[src/design/fbse_pkg.sv]
// Shared constants, codes and the command type of the frame buffer span engine.
package fbse_pkg;

    localparam int SCREEN_WIDTH  = 128;
    localparam int SCREEN_HEIGHT = 128;

    localparam int ROW_BYTES   = (SCREEN_WIDTH + 1) / 2;
    localparam int STORE_DEPTH = SCREEN_HEIGHT * ROW_BYTES;
    localparam int ADDR_W      = (STORE_DEPTH > 1) ? $clog2(STORE_DEPTH) : 1;
    localparam int MAX_DIM     = (SCREEN_WIDTH > SCREEN_HEIGHT) ? SCREEN_WIDTH : SCREEN_HEIGHT;
    localparam int COORD_W     = $clog2(MAX_DIM);

    // signed working width for clipping math
    localparam int CALC_W = 11;

    localparam int QUEUE_DEPTH = 2;
    localparam int QPTR_W      = (QUEUE_DEPTH > 1) ? $clog2(QUEUE_DEPTH) : 1;
    localparam int QCNT_W      = $clog2(QUEUE_DEPTH + 1);

    localparam int PADDR_W = 5;
    localparam int PDATA_W = 32;

    localparam logic [2:0] OP_POINT = 3'd0;
    localparam logic [2:0] OP_HFG   = 3'd1;
    localparam logic [2:0] OP_HBG   = 3'd2;
    localparam logic [2:0] OP_HINV  = 3'd3;
    localparam logic [2:0] OP_VFG   = 3'd4;
    localparam logic [2:0] OP_VINV  = 3'd5;
    localparam logic [2:0] OP_READ  = 3'd6;

    localparam logic [PADDR_W-3:0] REG_FG     = (PADDR_W-2)'(0);
    localparam logic [PADDR_W-3:0] REG_BG     = (PADDR_W-2)'(1);
    localparam logic [PADDR_W-3:0] REG_LEFT   = (PADDR_W-2)'(2);
    localparam logic [PADDR_W-3:0] REG_RIGHT  = (PADDR_W-2)'(3);
    localparam logic [PADDR_W-3:0] REG_TOP    = (PADDR_W-2)'(4);
    localparam logic [PADDR_W-3:0] REG_BOTTOM = (PADDR_W-2)'(5);

    // Resolved command: clipping done, ranges on screen and non-empty.
    // Horizontal: fixed = row, first/last = x. Vertical and read: fixed = x,
    // first/last = row.
    typedef struct packed {
        logic               is_read;
        logic               on_screen;
        logic               vertical;
        logic               invert;
        logic [3:0]         color;
        logic [COORD_W-1:0] fixed;
        logic [COORD_W-1:0] first;
        logic [COORD_W-1:0] last;
    } fbse_cmd_t;

endpackage

[src/design/fbse_queue.sv]
// Short command queue between the front end and the store sequencer.
module fbse_queue (
    input  logic                 clk,
    input  logic                 rst_n,
    input  logic                 push,
    input  fbse_pkg::fbse_cmd_t  push_cmd,
    input  logic                 pop,
    output logic                 full,
    output logic                 head_valid,
    output fbse_pkg::fbse_cmd_t  head
);
    import fbse_pkg::*;

    fbse_cmd_t          slots [QUEUE_DEPTH];
    logic [QPTR_W-1:0]  wr_ptr_reg, wr_ptr_next;
    logic [QPTR_W-1:0]  rd_ptr_reg, rd_ptr_next;
    logic [QCNT_W-1:0]  count_reg, count_next;

    always_comb
    begin
        wr_ptr_next = wr_ptr_reg;
        rd_ptr_next = rd_ptr_reg;
        count_next  = count_reg;
        if (push)
            wr_ptr_next = (wr_ptr_reg == QPTR_W'(QUEUE_DEPTH - 1)) ? '0
                                                                   : wr_ptr_reg + QPTR_W'(1);
        if (pop)
            rd_ptr_next = (rd_ptr_reg == QPTR_W'(QUEUE_DEPTH - 1)) ? '0
                                                                   : rd_ptr_reg + QPTR_W'(1);
        if (push && !pop)
            count_next = count_reg + QCNT_W'(1);
        else if (pop && !push)
            count_next = count_reg - QCNT_W'(1);
    end

    always_ff @(posedge clk or negedge rst_n)
    begin
        if (!rst_n)
        begin
            wr_ptr_reg <= '0;
            rd_ptr_reg <= '0;
            count_reg  <= '0;
        end
        else
        begin
            wr_ptr_reg <= wr_ptr_next;
            rd_ptr_reg <= rd_ptr_next;
            count_reg  <= count_next;
        end
    end

    always_ff @(posedge clk)
    begin
        if (push)
            slots[wr_ptr_reg] <= push_cmd;
    end

    assign full       = (count_reg == QCNT_W'(QUEUE_DEPTH));
    assign head_valid = (count_reg != '0);
    assign head       = slots[rd_ptr_reg];

endmodule

[config.mk]
export PLATFORM = sky130hd
export DESIGN_NAME = fbse_queue
export DESIGN_NICKNAME = d
export VERILOG_FILES = /design/src/design/fbse_pkg.sv /design/src/design/fbse_queue.sv
export SDC_FILE = /design/constraint.sdc
export NUM_CORES = 1
export LEC_CHECK = 0
export ABC_AREA = 1
export BUFFER_PORTS_ARGS = -buffer_cell sky130_fd_sc_hd__clkbuf_2
export CAP_MARGIN = 20
export CORE_MARGIN = 2
export CORE_UTILIZATION = 54
export CTS_BUF_LIST = sky130_fd_sc_hd__clkbuf_4
export DETAILED_ROUTE_END_ITERATION = 10
export PLACE_DENSITY = 0.92
export SLEW_MARGIN = 20
export SYNTH_ARGS = -nofsm -noshare
export SYNTH_HDL_FRONTEND = slang
export SYNTH_SLANG_ARGS = --single-unit
[constraint.sdc]
create_clock -name clk -period 2.6 [get_ports clk]
set_input_delay 0.26 -clock clk [delete_from_list [all_inputs] [get_ports clk]]
set_output_delay 0.26 -clock clk [all_outputs]
set_load 0.02 [all_outputs]
; ---- Yosys cells after proc, flatten, opt, wreduce, memory -nomap -nowiden
; Memories as Yosys holds them, arrays and structs flattened.
; Index checks and enable logic that the tools add are counted.
[totals]
inputBits = 33
regBits = 4
n_memories = 1
output_inout_bits = 31
ramBits = 58
word_cells = 21
[memory_table]
columns = memory, depth, width, read_ports, rd_ports_with_merged_regs, write_ports, line_no
row1 = slots, 2, 29, 1, 0, 1, fbse_queue.sv:14  ; fbse_cmd_t slots [QUEUE_DEPTH];
[op_classes]
n_reduce_logical = 6
n_mux = 6
n_addsub = 4
n_eq_ne = 1
[op_table]
columns = cell, count
row1 = 1-bit two-way mux, 4
row2 = 2-bit two-way mux, 2
row3 = 2-bit nonzero test, 2
row4 = 1-bit adder (second input constant), 2
row5 = 2-bit by 1-bit adder with 2-bit output (second input constant), 1
row6 = 2-bit equality test (second input constant), 1
row7 = 1-bit logical AND, 2
row8 = 1-bit logical NOT, 2
row9 = 2-bit by 1-bit subtractor with 2-bit output (second input constant), 1

; ---- Logic depth before layout (Yosys ltp)
; Gate-level depths: netlist of run 1.
[depth]
depth_word = 4
mapped_depth = 7
depth_no_buf = 7

; ---- Worst setup path before layout of run 1
; No wires, ideal clock.
[synth_path]
kind = reg2reg
from = register wr_ptr_reg
to = memory slots[0][0] in the netlist's numbering (enable)
path_stages_with_launch = 2
synth_period_minus_slack_ps = 2056
setup_ps = 415
required_ps = 2185
n_path_buf = 0
setup_slack_ps = 544
arrival_ps = 1641
cell_sequence = dfrtp_1 -> nor2_1
[synth_lines]
columns = element, line_no
row1 = "start, declared", fbse_queue.sv:15  ; logic [QPTR_W-1:0] wr_ptr_reg, wr_ptr_next;
row2 = "start signal, assigned", fbse_queue.sv:46  ; wr_ptr_reg <= wr_ptr_next;
row3 = "end, declared", fbse_queue.sv:14
; Straight into the memory's write port.

==> results.yml, run 1 <==
status:
  status: "finished, final reports clean"
timing:
  timing.fmax_mhz: 463.7
  whs_ps: 62.47
  tns_ps: 0
  rsz0062_at_grt: "false"
  min_period_ps: 2157
  fin_skew_ps: 8.073
  worst_pin_slew_ps: 926.5
  worst_slack_ps: 443.3
  final_max_slew_viol_count: 0
  hold_violations: 0
  timing.slew.headroom: 0.3823
  finalCritPeriodShare: 0.8295
  setup_viol: 0
floorplan:
  fp-row-count: 24
  ioPinCount: 64
  die_h_um: 70.91
  coreArea_um2: 4324
  start_util: 0.5590
  die_x_um: 70.91
  die_area_um2: 5028
drt:
  drt_iter0_drc: 56
  drc: 0
  via_count: 1218
  vias_per_cell: 4.951
  ant_nets: 0
  routed_wirelength_mm: 3.697
  firstDrtPassIters: 4
  wire_per_inst_um: 15.03
finish:
  design_area_um2: 2898
  nNetsFinal: 224
  layout-drive-gt1-share: 0.5567
  largest_reg_flops: 58
  final_core_util: 0.6701
  diodes: 0
  syn2layout_area_growth_pct: 19.88
  stdcell_count: 246
clocking:
  ctsResizeCount: 0
  insertion_delay_ps: 380
  cts_sinks: 62
  clock_path_buffers: 2
  cts-htree-levels: 3
  cts_buffers: 9
  path_clk_slew_ps: 90
  cts_tree: "done"
  post_cts_buffers: 0
  hold_buffers: 1
  root_buffer: "clkbuf_4"
logic_synthesis:
  synth_common_cells: "58 x edfxtp_1, 29 x mux2_4, 7 x inv_1, 6 x nand2_1, 4 x dfrtp_1"
  yosysMostFrequentCell: "edfxtp_1"
  synth_cells: 115
  yosys.area.top_type: "edfxtp_1"
  ys_types: 12
  avgSynthCellArea_um2: 21.02
  synth_area_leaders: "edfxtp_1 72%, mux2_4 18%, dfrtp_1 4.1%"
  synth_nets: 149
  synth-edff-count: 58
  synthesis.area_um2: 2417
  synth_top_area_share: 0.7205
  ys_warn_count: 0
  synth_seq_cells: 62
  synth-main-ff-cell: "edfxtp_1"
  yosysSeqAreaShare: 0.7619
  ys_async_sr_fraction: 0.06452
global_routing:
  grt_first_pass_wirelength_mm: 5.451
  antenna_found_initial: 0
  grt_max_degree: 31
  busiest_layer: "met2"
  grt_pass1_vias: 1194
  grtUsageMet2: 0.2586
  grt_usage: 0.1559
  grt_use_met3: 0.05413
  overflow: 0
  grtUsageMet1: 0.1643
hold_path:
  hold_class: "primary input to flip-flop"
  min_to: "slots[0][4]"
  min_from: "push_cmd[4]"
  min_path_cells: 1
critical_path:
  cp-end-kind: "primary output"
  crit_type: "flip-flop to primary output"
  worstSetupStartpointType: "flip-flop"
  worstReg2RegEnd: "rd_ptr_reg"
  worstPathRequired_ps: 2340
  cp_data_arrival_time_ps: 1900
  ff2ff_path_depth: 1
  slowest_stage: "dfrtp_2"
  cp_slowest_stage_delay_ps: 980
  crit_chain: "mux2_4 > clkbuf_2"
  cp.buffers_inverters: 1
  r2r_slack_ps: 1320
  path_max_fanout: 30
  r2r_start: "rd_ptr_reg"
  crit_family: "flip-flops"
placed_design:
  dp_slack_ps: 843.9
  port_buffers: 63
  dpl.hpwl_mm: 2.437
  gp_congestion: 0.6972
  place_area_um2: 2790
  placed_cells: 230
pwr:
  power.density_nw_per_um2: 1059
  power_mw: 3.070
  p_leak_nw: 1.245
  ir_drop_v: 0.0008485
job:
  drv_cap: 0
-- metal layers --
metal,share of wire,vias up
met5,0,-
met4,0.017,0
met3,0.046,5
met2,0.55,35
met1,0.39,593
li1,-,585
-- power breakdown --
part           leakage, nW  internal [mW]  switching (mW)
registers            0.590           1.33           0.186
clock network       0.0569          0.201           0.294
logic                0.598          0.528           0.533
-- cell usage in the layout, fill, tap and decap left out --
master and instances:
dfrtp_2 1, nand4_1 1, inv_1 7, mux2_4 29, nand2_1 6, clkbuf_4 11
dlygate4sd3_1 1, nor2_2 1, nor2_1 1, xnor2_1 1, buf_4 3, clkinv_1 4
edfxtp_1 58, ha_1 1, clkbuf_2 63, nand3_1 1, dfrtp_1 3, xor2_1 2
-- worst max path at each step --
stage	startpoint	endpoint	slack (ps)	cells after the start
after floorplan	wr_ptr_reg	slots[0][0]	540	1
after global placement	rd_ptr_reg	head[0]	830	2
after detailed placement	rd_ptr_reg	head[21]	840	2
after CTS	rd_ptr_reg	head[21]	410	2
after global routing	rd_ptr_reg	head[4]	340	2
final	rd_ptr_reg	head[16]	440	2
-- area by class of cell --
type,instances,area [µm²]
tap,52,65.06
sequential,62,1843
clock inverter,4,15.01
multi-input combinational,43,518.0
clock buffer,11,82.58
inverter,7,26.28
timing repair buffer,67,347.8
fill,325,1426
-- cell families after synthesis --
| group | Yosys count | synth area share |
|---|---|---|
| xor gates and xnor gates | 3 | 0.01087 |
| adders and majority gates | 1 | 0.005175 |
| buffers and inverters | 10 | 0.02485 |
| DFF | 62 | 0.7619 |
| muxes | 29 | 0.1801 |
| and+or+nand+nor | 10 | 0.01708 |
No activity file was read; power rests on OpenSTA's default activity.
==> inputs of run 2 (changes only) <==
--- a/config.mk
+++ b/config.mk
@@ -9,10 +9,10 @@
 export BUFFER_PORTS_ARGS = -buffer_cell sky130_fd_sc_hd__clkbuf_2
 export CAP_MARGIN = 20
 export CORE_MARGIN = 2
-export CORE_UTILIZATION = 54
+export CORE_UTILIZATION = 49
 export CTS_BUF_LIST = sky130_fd_sc_hd__clkbuf_4
 export DETAILED_ROUTE_END_ITERATION = 10
-export PLACE_DENSITY = 0.92
+export PLACE_DENSITY = 0.88
 export SLEW_MARGIN = 20
 export SYNTH_ARGS = -nofsm -noshare
 export SYNTH_HDL_FRONTEND = slang
==> constraint.sdc (replaced) <==
create_clock -name clk -period 1.95 [get_ports clk]
set_input_delay 0.195 -clock clk [delete_from_list [all_inputs] [get_ports clk]]
set_output_delay 0.195 -clock clk [all_outputs]
set_load 0.02 [all_outputs]
==> run 2 against run 1 <==
Critical endpoint is now head[27]; wire length up 16%; register-to-register slack worse by 730 ps; die area grew 9.6%; final cell count is 20% higher; worst hold slack worse by 14 ps; highest routed layer unchanged.
==> results.yml, run 2 (synthesized netlist as in run 1, its figures left out) <==
clocking:
  cts_sinks: 62
  insertion_delay_ps: 390
  clock_path_buffers: 2
  ctsResizeCount: 0
  root_buffer: "clkbuf_4"
  path_clk_slew_ps: 90
  cts-htree-levels: 3
  post_cts_buffers: 0
  cts_buffers: 9
  hold_buffers: 31
  cts_tree: "done"
critical_path:
  cp.buffers_inverters: 2
  path_max_fanout: 17
  cp_slowest_stage_delay_ps: 360
  crit_type: "flip-flop to primary output"
  crit_chain: "buf_4 > mux2_4 > clkbuf_2"
  cp-end-kind: "primary output"
  worstSetupStartpointType: "flip-flop"
  worst-path-stages: 3
  ff2ff_path_depth: 3
  cp_data_arrival_time_ps: 1550
  slowest_stage: "dfrtp_2"
  crit_family: "buffers and inverters"
  worstPathRequired_ps: 1750
global_routing:
  grt_first_pass_wirelength_mm: 6.258
  antenna_found_initial: 0
  grt_pass1_vias: 1412
  grt_max_degree: 30
  grt_usage: 0.1618
  overflow: 0
finish:
  diodes: 0
  design_area_um2: 3238
  final_common_cell: "clkbuf_2"
  most-common-layout-cells: "63 x clkbuf_2, 58 x edfxtp_1, 31 x dlygate4sd3_1"
  nNetsFinal: 256
  multi_input_area_um2: 518.0
  seq_area_um2: 1843
  largest_reg_flops: 58
  syn2layout_area_growth_pct: 33.95
  layout-drive-gt1-share: 0.4934
  final_core_util: 0.6811
  nFillCells: 339
drt:
  firstDrtPassIters: 7
  drc: 0
  ant_nets: 0
  wire_per_inst_um: 14.58
  drt_iter0_drc: 70
  vias_per_cell: 4.595
  via_count: 1351
  routed_wirelength_mm: 4.287
timing:
  tns_ps: 0
  worst_pin_slew_ps: 408.4
  fin_skew_ps: 7.768
  rsz0062_at_grt: "false"
  setup_viol: 0
  timing.fmax_mhz: 573.2
  timing.slew.headroom: 0.7275
  final_max_slew_viol_count: 0
  hold_violations: 0
  whs_ps: 48.52
  finalCritPeriodShare: 0.8946
  min_period_ps: 1745
job:
  drv_cap: 0
placed_design:
  gp_congestion: 0.6487
  port_buffers: 63
  place_area_um2: 2824
pwr:
  power_mw: 4.201
  power.density_nw_per_um2: 1297
  ir_drop_v: 0.0007007
  p_leak_nw: 1.382
floorplan:
  die_h_um: 74.24
  coreArea_um2: 4755
  ioPinCount: 64
  start_util: 0.5084
  die_x_um: 74.24
  die_area_um2: 5511
  fp-row-count: 25
hold_path:
  min_path_cells: 2
  hold_class: "primary input to flip-flop"
status:
  status: "finished, final reports clean"
-- run 2: where the power goes --
group          switching (mW)  total (mW)  internal [mW]
clock network           0.427       0.686          0.259
registers              0.0890        1.86           1.77
logic                   0.901        1.65          0.751
total                    1.42        4.20           2.78
-- run 2: layout make-up --
class,instances,share of cell area
clock buffer,10,0.02318
tap,67,0.02589
sequential,62,0.5692
timing repair buffer,99,0.2048
inverter,7,0.008114
clock inverter,6,0.008887
multi-input combinational,43,0.1600
-- run 2: per-stage QoR --
step	instances	setup WS [ps]
final	294	205.4
after global routing	294	135.4
after CTS	294	156.0
after detailed placement	247	592.2
after global placement	247	621.9
after floorplan	115	365.2
-- run 2: worst paths after layout --
path,slack (ps),from,to
max,210,rd_ptr_reg,head[27]
min in group asynchronous,150,rst_n,count_reg[0]
max in group asynchronous,1650,rst_n,rd_ptr_reg
min,50,push,wr_ptr_reg
max reg2reg,590,wr_ptr_reg,slots[1][22]
min reg2reg,500,count_reg[1],count_reg[1]
-- run 2: routing by layer --
layer	up-vias	global-route usage	wire length, µm
li1	652	-	-
met4	0	0.08333	63
met5	-	0	0
met3	6	0.06369	230
met2	48	0.2758	2277
met1	645	0.1753	1715
