==> src/design/fbse_pkg.sv <==
// Shared constants, codes and the command type of the frame buffer span engine.
package fbse_pkg;

    localparam int SCREEN_WIDTH  = 128;
    localparam int SCREEN_HEIGHT = 128;

    localparam int ROW_BYTES   = (SCREEN_WIDTH + 1) / 2;
    localparam int STORE_DEPTH = SCREEN_HEIGHT * ROW_BYTES;
    localparam int ADDR_W      = (STORE_DEPTH > 1) ? $clog2(STORE_DEPTH) : 1;
    localparam int MAX_DIM     = (SCREEN_WIDTH > SCREEN_HEIGHT) ? SCREEN_WIDTH : SCREEN_HEIGHT;
    localparam int COORD_W     = $clog2(MAX_DIM);

    // signed working width for clipping math
    localparam int CALC_W = 11;

    localparam int QUEUE_DEPTH = 2;
    localparam int QPTR_W      = (QUEUE_DEPTH > 1) ? $clog2(QUEUE_DEPTH) : 1;
    localparam int QCNT_W      = $clog2(QUEUE_DEPTH + 1);

    localparam int PADDR_W = 5;
    localparam int PDATA_W = 32;

    localparam logic [2:0] OP_POINT = 3'd0;
    localparam logic [2:0] OP_HFG   = 3'd1;
    localparam logic [2:0] OP_HBG   = 3'd2;
    localparam logic [2:0] OP_HINV  = 3'd3;
    localparam logic [2:0] OP_VFG   = 3'd4;
    localparam logic [2:0] OP_VINV  = 3'd5;
    localparam logic [2:0] OP_READ  = 3'd6;

    localparam logic [PADDR_W-3:0] REG_FG     = (PADDR_W-2)'(0);
    localparam logic [PADDR_W-3:0] REG_BG     = (PADDR_W-2)'(1);
    localparam logic [PADDR_W-3:0] REG_LEFT   = (PADDR_W-2)'(2);
    localparam logic [PADDR_W-3:0] REG_RIGHT  = (PADDR_W-2)'(3);
    localparam logic [PADDR_W-3:0] REG_TOP    = (PADDR_W-2)'(4);
    localparam logic [PADDR_W-3:0] REG_BOTTOM = (PADDR_W-2)'(5);

    // Resolved command: clipping done, ranges on screen and non-empty.
    // Horizontal: fixed = row, first/last = x. Vertical and read: fixed = x,
    // first/last = row.
    typedef struct packed {
        logic               is_read;
        logic               on_screen;
        logic               vertical;
        logic               invert;
        logic [3:0]         color;
        logic [COORD_W-1:0] fixed;
        logic [COORD_W-1:0] first;
        logic [COORD_W-1:0] last;
    } fbse_cmd_t;

endpackage

==> src/design/fbse_front.sv <==
// Front end: configuration registers, command intake, clipping and classification.
module fbse_front (
    input  logic                          clk,
    input  logic                          rst_n,
    input  logic                          psel,
    input  logic                          penable,
    input  logic                          pwrite,
    input  logic [fbse_pkg::PADDR_W-1:0]  paddr,
    input  logic [fbse_pkg::PDATA_W-1:0]  pwdata,
    output logic [fbse_pkg::PDATA_W-1:0]  prdata,
    output logic                          pready,
    input  logic                          cmd_valid,
    output logic                          cmd_stall,
    input  logic [2:0]                    operation,
    input  logic signed [8:0]             pos_x,
    input  logic signed [8:0]             pos_y,
    input  logic signed [8:0]             span_start,
    input  logic signed [8:0]             span_end,
    input  logic                          queue_full,
    input  logic                          clearing,
    output logic                          push,
    output fbse_pkg::fbse_cmd_t           push_cmd
);
    import fbse_pkg::*;

    logic [3:0] fg_reg;
    logic [3:0] bg_reg;
    logic [6:0] left_reg;
    logic [6:0] right_reg;
    logic [7:0] top_reg;
    logic [7:0] bottom_reg;

    logic                   wr_en;
    logic [PADDR_W-3:0]     reg_sel;

    logic signed [CALC_W-1:0] px_s, py_s, s0_s, s1_s;
    logic signed [CALC_W-1:0] cl_s, cr_s, ct_s, cb_s, cb_m1;
    logic signed [CALC_W-1:0] w_m1, h_m1;
    logic signed [CALC_W-1:0] h_a, h_b, h_lo, h_hi0, h_hi;
    logic signed [CALC_W-1:0] v_lo, v_hi0, v_hi;
    logic                     row_ok, col_ok, h_go, v_go, rd_on, go;

    assign pready  = 1'b1;
    assign wr_en   = psel & penable & pwrite & pready;
    assign reg_sel = paddr[PADDR_W-1:2];

    always_ff @(posedge clk or negedge rst_n)
    begin
        if (!rst_n)
        begin
            fg_reg     <= 4'd15;
            bg_reg     <= 4'd0;
            left_reg   <= 7'd0;
            right_reg  <= 7'd127;
            top_reg    <= 8'd0;
            bottom_reg <= 8'd128;
        end
        else if (wr_en)
        begin
            unique case (reg_sel)
                REG_FG:     fg_reg     <= pwdata[3:0];
                REG_BG:     bg_reg     <= pwdata[3:0];
                REG_LEFT:   left_reg   <= pwdata[6:0];
                REG_RIGHT:  right_reg  <= pwdata[6:0];
                REG_TOP:    top_reg    <= pwdata[7:0];
                REG_BOTTOM: bottom_reg <= pwdata[7:0];
                default:    ;
            endcase
        end
    end

    always_comb
    begin
        unique case (reg_sel)
            REG_FG:     prdata = PDATA_W'(fg_reg);
            REG_BG:     prdata = PDATA_W'(bg_reg);
            REG_LEFT:   prdata = PDATA_W'(left_reg);
            REG_RIGHT:  prdata = PDATA_W'(right_reg);
            REG_TOP:    prdata = PDATA_W'(top_reg);
            REG_BOTTOM: prdata = PDATA_W'(bottom_reg);
            default:    prdata = '0;
        endcase
    end

    // sign-extend everything into one signed width
    assign px_s  = CALC_W'(pos_x);
    assign py_s  = CALC_W'(pos_y);
    assign s0_s  = CALC_W'(span_start);
    assign s1_s  = CALC_W'(span_end);
    assign cl_s  = CALC_W'($signed({1'b0, left_reg}));
    assign cr_s  = CALC_W'($signed({1'b0, right_reg}));
    assign ct_s  = CALC_W'($signed({1'b0, top_reg}));
    assign cb_s  = CALC_W'($signed({1'b0, bottom_reg}));
    assign cb_m1 = cb_s - CALC_W'(1);
    assign w_m1  = CALC_W'(SCREEN_WIDTH - 1);
    assign h_m1  = CALC_W'(SCREEN_HEIGHT - 1);

    // horizontal span (a point is a one-pixel span)
    assign h_a    = (operation == OP_POINT) ? px_s : s0_s;
    assign h_b    = (operation == OP_POINT) ? px_s : s1_s;
    assign h_lo   = (h_a > cl_s) ? h_a : cl_s;
    assign h_hi0  = (h_b < cr_s) ? h_b : cr_s;
    assign h_hi   = (h_hi0 < w_m1) ? h_hi0 : w_m1;
    assign row_ok = (py_s >= ct_s) && (py_s < cb_s) && !py_s[CALC_W-1] && (py_s <= h_m1);
    assign h_go   = row_ok && (h_lo <= h_hi);

    // vertical span
    assign v_lo   = (s0_s > ct_s) ? s0_s : ct_s;
    assign v_hi0  = (s1_s < cb_m1) ? s1_s : cb_m1;
    assign v_hi   = (v_hi0 < h_m1) ? v_hi0 : h_m1;
    assign col_ok = (px_s >= cl_s) && (px_s <= cr_s) && (px_s <= w_m1);
    assign v_go   = col_ok && (v_lo <= v_hi);

    assign rd_on = !px_s[CALC_W-1] && (px_s <= w_m1) && !py_s[CALC_W-1] && (py_s <= h_m1);

    always_comb
    begin
        push_cmd = '0;
        go       = 1'b0;
        unique case (operation)
            OP_POINT, OP_HFG, OP_HBG, OP_HINV:
            begin
                push_cmd.fixed  = COORD_W'(py_s);
                push_cmd.first  = COORD_W'(h_lo);
                push_cmd.last   = COORD_W'(h_hi);
                push_cmd.color  = (operation == OP_HBG) ? bg_reg : fg_reg;
                push_cmd.invert = (operation == OP_HINV);
                go              = h_go;
            end
            OP_VFG, OP_VINV:
            begin
                push_cmd.vertical = 1'b1;
                push_cmd.fixed    = COORD_W'(px_s);
                push_cmd.first    = COORD_W'(v_lo);
                push_cmd.last     = COORD_W'(v_hi);
                push_cmd.color    = fg_reg;
                push_cmd.invert   = (operation == OP_VINV);
                go                = v_go;
            end
            OP_READ:
            begin
                push_cmd.is_read   = 1'b1;
                push_cmd.on_screen = rd_on;
                push_cmd.vertical  = 1'b1;
                push_cmd.fixed     = rd_on ? COORD_W'(px_s) : '0;
                push_cmd.first     = rd_on ? COORD_W'(py_s) : '0;
                push_cmd.last      = rd_on ? COORD_W'(py_s) : '0;
                go                 = 1'b1;
            end
            default: go = 1'b0;
        endcase
    end

    assign cmd_stall = queue_full | clearing;
    assign push      = cmd_valid & ~cmd_stall & go;

endmodule

==> config.mk <==
export PLATFORM = sky130hd
export DESIGN_NAME = fbse_front
export DESIGN_NICKNAME = d
export VERILOG_FILES = /design/src/design/fbse_pkg.sv /design/src/design/fbse_front.sv
export SDC_FILE = /design/constraint.sdc
export NUM_CORES = 1
export LEC_CHECK = 0
export BUFFER_PORTS_ARGS = -buffer_cell sky130_fd_sc_hd__buf_2
export CORE_UTILIZATION = 24
export CTS_CLUSTER_SIZE = 8
export DETAILED_ROUTE_END_ITERATION = 12
export PLACE_DENSITY = 0.51
export SYNTH_ARGS = -nofsm -noshare
export SYNTH_HDL_FRONTEND = slang
export SYNTH_SLANG_ARGS = --single-unit
export TNS_END_PERCENT = 5
==> constraint.sdc <==
create_clock -name clk -period 5.7 [get_ports clk]
set_input_delay 0.57 -clock clk [delete_from_list [all_inputs] [get_ports clk]]
set_output_delay 0.57 -clock clk [all_outputs]
set_load 0.05 [all_outputs]
Yosys cells after proc, flatten, opt, wreduce, memory -nomap -nowiden
Cells that the tools add are included.
Storage, ports and cells
  register bits after elaboration: 38
  input bits: 84
  output and inout port bits: 64
  word-level logic and storage cells: 78
Cells by class
  add/sub/neg operators: 1
  magnitude comparators: 14
  equality and inequality tests: 11
  mux-type cells: 17
  bitwise operators: 6
  reductions and logical operators: 23
Operator list (count)
  11-bit 2-to-1 mux: 8
  21-bit case mux with 3 select lines: 1
  8-bit case mux with 6 select lines: 1
  11-bit less-or-equal comparator: 2
  11-bit by 8-bit < comparator with 1-bit output, second input constant: 2
  9-bit by 8-bit less-or-equal comparator with 1-bit output, second input constant: 2
  9-bit < comparator: 2
  3-bit == test, second input constant: 5
  7-bit 2-to-1 mux: 2
  3-bit by 2-bit == test with 1-bit output, second input constant: 4
  2-bit AND reduction: 6
  11-bit by 8-bit > comparator with 1-bit output: 1
  11-bit by 8-bit < comparator with 1-bit output: 1
  1-bit logical AND: 10
  5-bit case mux with 2 select lines: 1
  9-bit by 8-bit >= comparator with 1-bit output: 1
  9-bit >= comparator: 1
  9-bit > comparator: 1
  9-bit by 8-bit less-or-equal comparator with 1-bit output: 1
  8-bit by 1-bit subtractor with 9-bit output, second input constant: 1
  3-bit by 1-bit == test with 1-bit output, second input constant: 2
  3-bit logical NOT: 2
  1-bit AND: 4
  4-bit 2-to-1 mux: 1
  other kinds (9): 10

Depth between registers and ports, before layout
Gate-level depths: netlist (run 1).
  depth in word-level cells: 10
  depth in mapped cells: 22
  mapped depth without buffers: 21

Least setup slack after synthesis (run 1)
No wires, ideal clock.
  path type: in2out
  from: input port operation[0]
  to: output port push
  arrival time: 5.734 ns
  setup slack: -0.604 ns
  stages on the path: 22
  buffers on the path: 3
  path through: buf_6 nor3_4 buf_2 nand2_1 o21ai_0 ha_1 o21ai_0 a41oi_1 o21a_1 o2111ai_1 nand4b_1 ha_1 buf_1 mux2_2 nor2_1 ha_1 a21o_1 a21oi_1 nor2b_1 o21ai_0 a31oi_1 o41ai_1
Between the ends
  cells in the longest elaborated chain, start to end: 10
  elaborated cells between the ends (all ways): 21
  those cells by class: order compare: 4; eq/ne: 6; mux: 6; bitwise: 1; reduce/logical: 4
RTL lines
  from (decl): line fbse_front.sv:14  | input logic [2:0] operation,
  3-bit logical NOT: line fbse_front.sv:99, fbse_front.sv:100, fbse_front.sv:120
  11-bit 2-to-1 mux: line fbse_front.sv:100  | assign h_b = (operation == OP_POINT) ? px_s : s1_s;
  11-bit by 8-bit < comparator with 1-bit output: line fbse_front.sv:102  | assign h_hi0 = (h_b < cr_s) ? h_b : cr_s;
  11-bit 2-to-1 mux: line fbse_front.sv:102
  11-bit by 8-bit < comparator with 1-bit output: line fbse_front.sv:103  | assign h_hi = (h_hi0 < w_m1) ? h_hi0 : w_m1;
  11-bit 2-to-1 mux: line fbse_front.sv:103
  11-bit less-or-equal comparator: line fbse_front.sv:105  | assign h_go = row_ok && (h_lo <= h_hi);
  1-bit logical AND: line fbse_front.sv:105
  1-bit case mux with 3 select lines *: line fbse_front.sv:120  | unique case (operation)
  1-bit AND *: line fbse_front.sv:155  | assign push = cmd_valid & ~cmd_stall & go;
  to (decl): line fbse_front.sv:21  | output logic push,
Mark *: on every way between the ends. The rest lies on a longest branch, timed or not.

Worst setup path in the final report (run 1)
  from: input port operation[1]
  to: output port push
The elaborated chain is that of the path after synthesis.

==> results_dict.tcl, run 1 <==
set metrics [dict create \
    worst-path-max-fanout 7 \
    htreeDepth 2 \
    hold_viol_final 0 \
    min_period_ps 5560 \
    multiInputGateArea_um2 3860 \
    ant_nets 0 \
    comb_power_share 0.598 \
    synth_top_family_by_area "compound AO/OA/AOI/OAI gates" \
    worstSkewPairLatency_ps 270 \
    dpl.hpwl_um 16600 \
    setup_viol 0 \
    drv_cap 0 \
    cts_buffers 5 \
    status "finished clean" \
    reg2reg_from "right_reg[5]" \
    final_common_cell "buf_2" \
    syn_inst 617 \
    grt_pass1_vias 4669 \
    via_count 4928 \
    nets 879 \
    synthSimpleGateAreaFrac 0.164 \
    cts_tree "built" \
    finalSetupTns_ps 0 \
    seqPwrFrac 0.233 \
    synthAdderAreaFrac 0.200 \
    synthMuxAreaShare 0.118 \
    grt_max_degree 39 \
    final_max_slew_viol_count 0 \
    fin_crit_sh 0.975 \
    cp-start-kind "input pin" \
    p_per_area_nw_per_um2 298 \
    p_switching_w 0.000876 \
    synth_cell_type_count 65 \
    dieHeight_um 147 \
    skew_ps 0 \
    die_area_um2 21700 \
    synth_xor_area_frac 0.0104 \
    internal-power_w 0.000963 \
    cts.root.buffer_cell "clkbuf_16" \
    final-seq-area_um2 967 \
    critPathLaunch "operation[1]" \
    clkTransAtPathRegs_ps 60 \
    ys_seq_area_frac 0.190 \
    grt_pass1_wl_um 29100 \
    ios 148 \
    syn2layout_area_growth_pct 21.5 \
    arrival_ps 4990 \
    timing.fmax_mhz 180 \
    slew_headroom 0.403 \
    finalWeightedCongestion 0.913 \
    rows 52 \
    fin_area_um2 6170 \
    async_reset_ff_frac 1.00 \
    drt_iter0_markers 353 \
    worstSetupEndpointType "output port" \
    worstSetupPathType "in2out" \
    hold_path_class "in2async" \
    placed_area_um2 5810 \
    viasPerCell 5.00 \
    yosysTopAreaCell "ha_1" \
    drtPass1Iterations 7 \
    ir_drop_mv 0.161 \
    clock_path_buffers 2 \
    start_util 0.248 \
    n_fill_cell 2226 \
    p_sw_frac 0.476 \
    synth_top_area_frac 0.200 \
    cp.required_ps 5130 \
    synth_area_um2 5070 \
    ys_ff_latch 38 \
    drc 0 \
    synth_edf_count 0 \
    synth_area_leaders "ha_1, dfrtp_1, dfstp_2" \
    drive_above_1_share 0.284 \
    grt_usage 0.180 \
    worst_pin_slew_ps 896 \
    power_leakage_nw 2.96 \
    final_cell_mix "buf_2, nand2_1, ha_1" \
    dieWidth_um 147 \
    ys_warn_count 0 \
    clkPwrFrac 0.170 \
    avgSynthCellArea_um2 8.23 \
    drt_wl_total_um 19700 \
    diodes 0 \
    grt.overflow.total 0 \
    clock-sinks 38 \
    synth_compound_area_frac 0.218 \
    port_buffers 96 \
    coreArea_um2 20500 \
    antenna_found_initial 0 \
    synth-main-ff-cell "dfrtp_1" \
    wl_per_cell_um 20.0 \
]
==> cell type report <==
type,instances,area share
inverters,54,0.0329
clock inverters,1,0.00487
clock buffers,7,0.0215
well taps,270,0.0548
repair buffers,113,0.102
multi-input cells,502,0.627
flip-flops and latches,38,0.157
==> power groups by stage <==
stage,logic [W],clock network [W],registers [W]
detailed placement,0.00102,0,0.000429
global route,0.00120,0.000333,0.000432
floorplan,0.000757,0,0.000385
global placement,0.00102,0,0.000428
finish,0.00110,0.000312,0.000428
CTS,0.00103,0.000318,0.000425
==> cell usage after synthesis (3+ instances only) <==
cell and count:
a211oi_1 9, clkbuf_1 12, a21boi_1 4, a22oi_1 3
ha_1 81, nand4_1 6, nor2b_1 6, inv_1 54
o21ai_0 52, mux2i_1 17, buf_2 5, o21a_1 6
and3_1 3, o22ai_1 8, a21o_1 8, nand2b_1 7
a31oi_1 4, mux2_4 6, buf_4 26, nand2_1 81
a2111oi_0 3, a21bo_1 6, xnor2_1 6, nor4b_1 3
nand3_1 10, dfrtp_1 26, nor3_1 9, dfstp_2 12
o221ai_1 12, a21oi_1 19, a22o_1 6, o211ai_1 5
nor2_1 35, mux2_2 25
==> metal layers <==
layer / routed length (um) / up-vias / global-route usage
met5: 0 / - / 0
met4: 304 / 0 / 0.0294
met3: 1050 / 18 / 0.0142
met2: 8900 / 189 / 0.292
met1: 9420 / 2336 / 0.262
li1: - / 2385 / -
==> critical path: stages <==
cell and delay (ps):
buf_2 130, or3_4 430, nand2_1 80, nand2_1 70
ha_1 320, nor2b_1 140, o21a_1 160, o21a_1 180
o21ai_2 160, a21oi_2 80, nor3_2 160, ha_1 280
a31oi_4 270, buf_6 150, mux2_4 320, ha_4 220
nor2b_1 120, o21a_1 200, o21bai_4 140, a31oi_2 120
o41ai_2 410, buf_4 270
==> what timing repair did <==
item | 4_1_cts | 5_1_grt
resized for setup | 2 | 37
endpoints found under the setup margin | 1 | 1
buffers inserted | 0 | 2
hold buffers | 0 | 0
pin swaps | 0 | 12
==> worst paths after layout <==
kind | endpoint | slack [ps] | cells after the start
worst max-delay path | push | 140 | 22
worst min-delay path | bg_reg[2] | 410 | 1
worst max register to register | right_reg[5] | 4740 | 2
worst min register to register | bg_reg[3] | 550 | 1
max in group asynchronous | bottom_reg[0] | 4670 | 1
min in group clk | bottom_reg[7] | 540 | 3
==> kinds of logic (layout without fill, tap and decap cells) <==
logic type | count (synthesis) | in the layout
other | 2 | 26
adders and majority gates | 81 | 81
muxes | 51 | 51
and+or+nand+nor | 176 | 176
buffers and inverters | 101 | 175
xor gates and xnor gates | 6 | 6
AOI/OAI and AO/OA | 162 | 162
DFF | 38 | 38
==> stage by stage <==
stage	std cells	hold WS [ps]	power [W]	setup slack, ps	utilization
after floorplan	641	274	0.00114	59.3	-
after global placement	975	535	0.00145	123	0.283
after detailed placement	975	539	0.00145	154	0.283
after CTS	983	449	0.00177	2.64	0.292
after global routing	985	476	0.00197	-40.8	0.301
final	985	414	0.00184	141	0.301
Note: power is estimated with default switching activity, not from simulation.
==> run 2, diff against run 1 <==
--- a/config.mk
+++ b/config.mk
@@ -9,7 +9,7 @@
 export CORE_UTILIZATION = 24
 export CTS_CLUSTER_SIZE = 8
 export DETAILED_ROUTE_END_ITERATION = 12
-export PLACE_DENSITY = 0.51
+export PLACE_DENSITY = 0.48
 export SYNTH_ARGS = -nofsm -noshare
 export SYNTH_HDL_FRONTEND = slang
 export SYNTH_SLANG_ARGS = --single-unit
==> constraint.sdc (replaced) <==
create_clock -name clk -period 4.9 [get_ports clk]
set_input_delay 0.49 -clock clk [delete_from_list [all_inputs] [get_ports clk]]
set_output_delay 0.49 -clock clk [all_outputs]
set_load 0.05 [all_outputs]
==> run 2 against run 1 <==
Worst hold slack got worse by 61 ps. Count of clock-buffer cells in the layout decreased by 1. Cell area increased by 12%. The run now ends with negative setup slack left. Power increased by 27%.
==> results_dict.tcl, run 2 (same netlist as run 1, synthesis figures left out) <==
set metrics [dict create \
    dpl.hpwl_um 17300 \
    drtPass1Iterations 4 \
    status "finished with violations" \
    cts_tree "built" \
    worst_slack_ps -191 \
    ios 148 \
    final_max_slew_viol_count 0 \
    timing.fmax_mhz 196 \
    rsz0062_at_grt "true" \
    skew_ps 0 \
    worst_pin_slew_ps 979 \
    drt_wl_total_um 20400 \
    worst-path-max-fanout 6 \
    cp.required_ps 4410 \
    grt_pass1_wl_um 30700 \
    antenna_found_initial 0 \
    hold_viol_final 0 \
    clock-sinks 38 \
    cp.buffers_inverters 2 \
    rows 52 \
    cts.root.buffer_cell "clkbuf_16" \
    grt.overflow.total 0 \
    nets 970 \
    wl_per_cell_um 19.0 \
    power_leakage_nw 3.42 \
    n_fill_cell 2209 \
    port_buffers 96 \
    clkTransAtPathRegs_ps 60 \
    htreeDepth 2 \
    start_util 0.248 \
    cp_slowest_cell "dfrtp_1" \
    dieHeight_um 147 \
    crit_family "compound AO/OA/AOI/OAI gates" \
    coreArea_um2 20500 \
    via_count 5171 \
    finalPower_w 0.00233 \
    ir_drop_mv 0.180 \
    worstSetupEndpointType "output port" \
    crit_chain "or3_4 -> nor2_4 -> xnor2_2 -> ha_1 -> nor4b_4 -> a2111oi_1 -> buf_4 -> a21oi_4 -> o211ai_1 -> o21a_1 -> ha_4 -> nor2_2 -> ha_1 -> nand4_1 -> o221ai_2 -> nand4_1 -> a21o_1 -> a31oi_4 -> o41ai_4 -> buf_6" \
    clock_path_buffers 2 \
    arrival_ps 4600 \
    utilization 0.336 \
    finalWeightedCongestion 0.891 \
    violations "negative setup slack" \
    grt_pass1_vias 5076 \
    cp-start-kind "flip-flop" \
    drv_cap 0 \
    worstSetupPathType "reg2out" \
    cpPeakStageDelay_ps 420 \
    min_period_ps 5090 \
    syn2layout_area_growth_pct 35.8 \
    drc 0 \
    drt_iter0_markers 299 \
    final_cell_mix "buf_4, buf_2, nand2_1" \
    cts_buffers 5 \
    fin_crit_sh 1.04 \
    dieWidth_um 147 \
    grt_usage 0.190 \
    ant_nets 0 \
    worstSkewPairLatency_ps 280 \
    drive_above_1_share 0.367 \
    diodes 0 \
    setup_viol 1 \
    viasPerCell 4.81 \
    hold_path_class "in2async" \
    grt_max_degree 39 \
    final_common_cell "buf_4" \
    p_per_area_nw_per_um2 339 \
    die_area_um2 21700 \
    slew_headroom 0.347 \
]
-- run 2: cell count changes in the layout (fill, tap and decap cells not counted), sizes merged --
cell	delta
clkinv	+1
clkbuf	-1
buf	+91
clkinvlp	+1
bufinv	-1
-- run 2: final cells by class --
class,count,area (um^2),share of cell area
clock inverter,2,12.5,0.00182
inverter,54,203,0.0294
timing repair buffer,204,1310,0.190
multi-input combinational,502,3920,0.569
clock buffer,6,139,0.0202
tap,270,338,0.0490
sequential,38,967,0.140
-- run 2: path summary, 6_finish.rpt --
kind,from,to,slack [ps],cells past startpoint
worst max-delay path,bottom_reg[0],push,-190,20
worst min-delay path,rst_n,left_reg[3],350,1
worst max register to register,bottom_reg[3],bottom_reg[3],3960,4
worst min register to register,bg_reg[0],bg_reg[0],550,1
max in group asynchronous,rst_n,bottom_reg[2],3860,1
min in group clk,pwdata[7],top_reg[7],450,3
-- run 2: stage by stage --
stage               setup slack, ps  hold WS [ps]  TNS, ps  cell area, um^2  std cells
floorplan                      -175           194     -175             5220        641
CTS                            -160           382     -160             6870       1073
global placement               -429           525     -429             6420       1052
global route                   -407           426     -407             6890       1076
detailed placement             -422           525     -422             6420       1052
finish                         -191           353     -191             6890       1076
-- run 2: power breakdown --
group,switching (W),internal [W]
clock,0.000138,0.000202
sequential,0.0000716,0.000402
combinational,0.000865,0.000657
-- run 2: layer usage --
layer	up-vias	routed length, um	GRT usage
li1	2567	-	-
met1	2423	9990	0.276
met2	165	8960	0.299
met3	16	1210	0.0265
met4	0	284	0.0356
met5	-	0	0
-- run 2: repair_timing --
action,CTS,global route
resized for setup,37,2
pin swaps,24,1
hold buffers,0,0
setup endpoints to repair,1,1
setup buffers,13,3
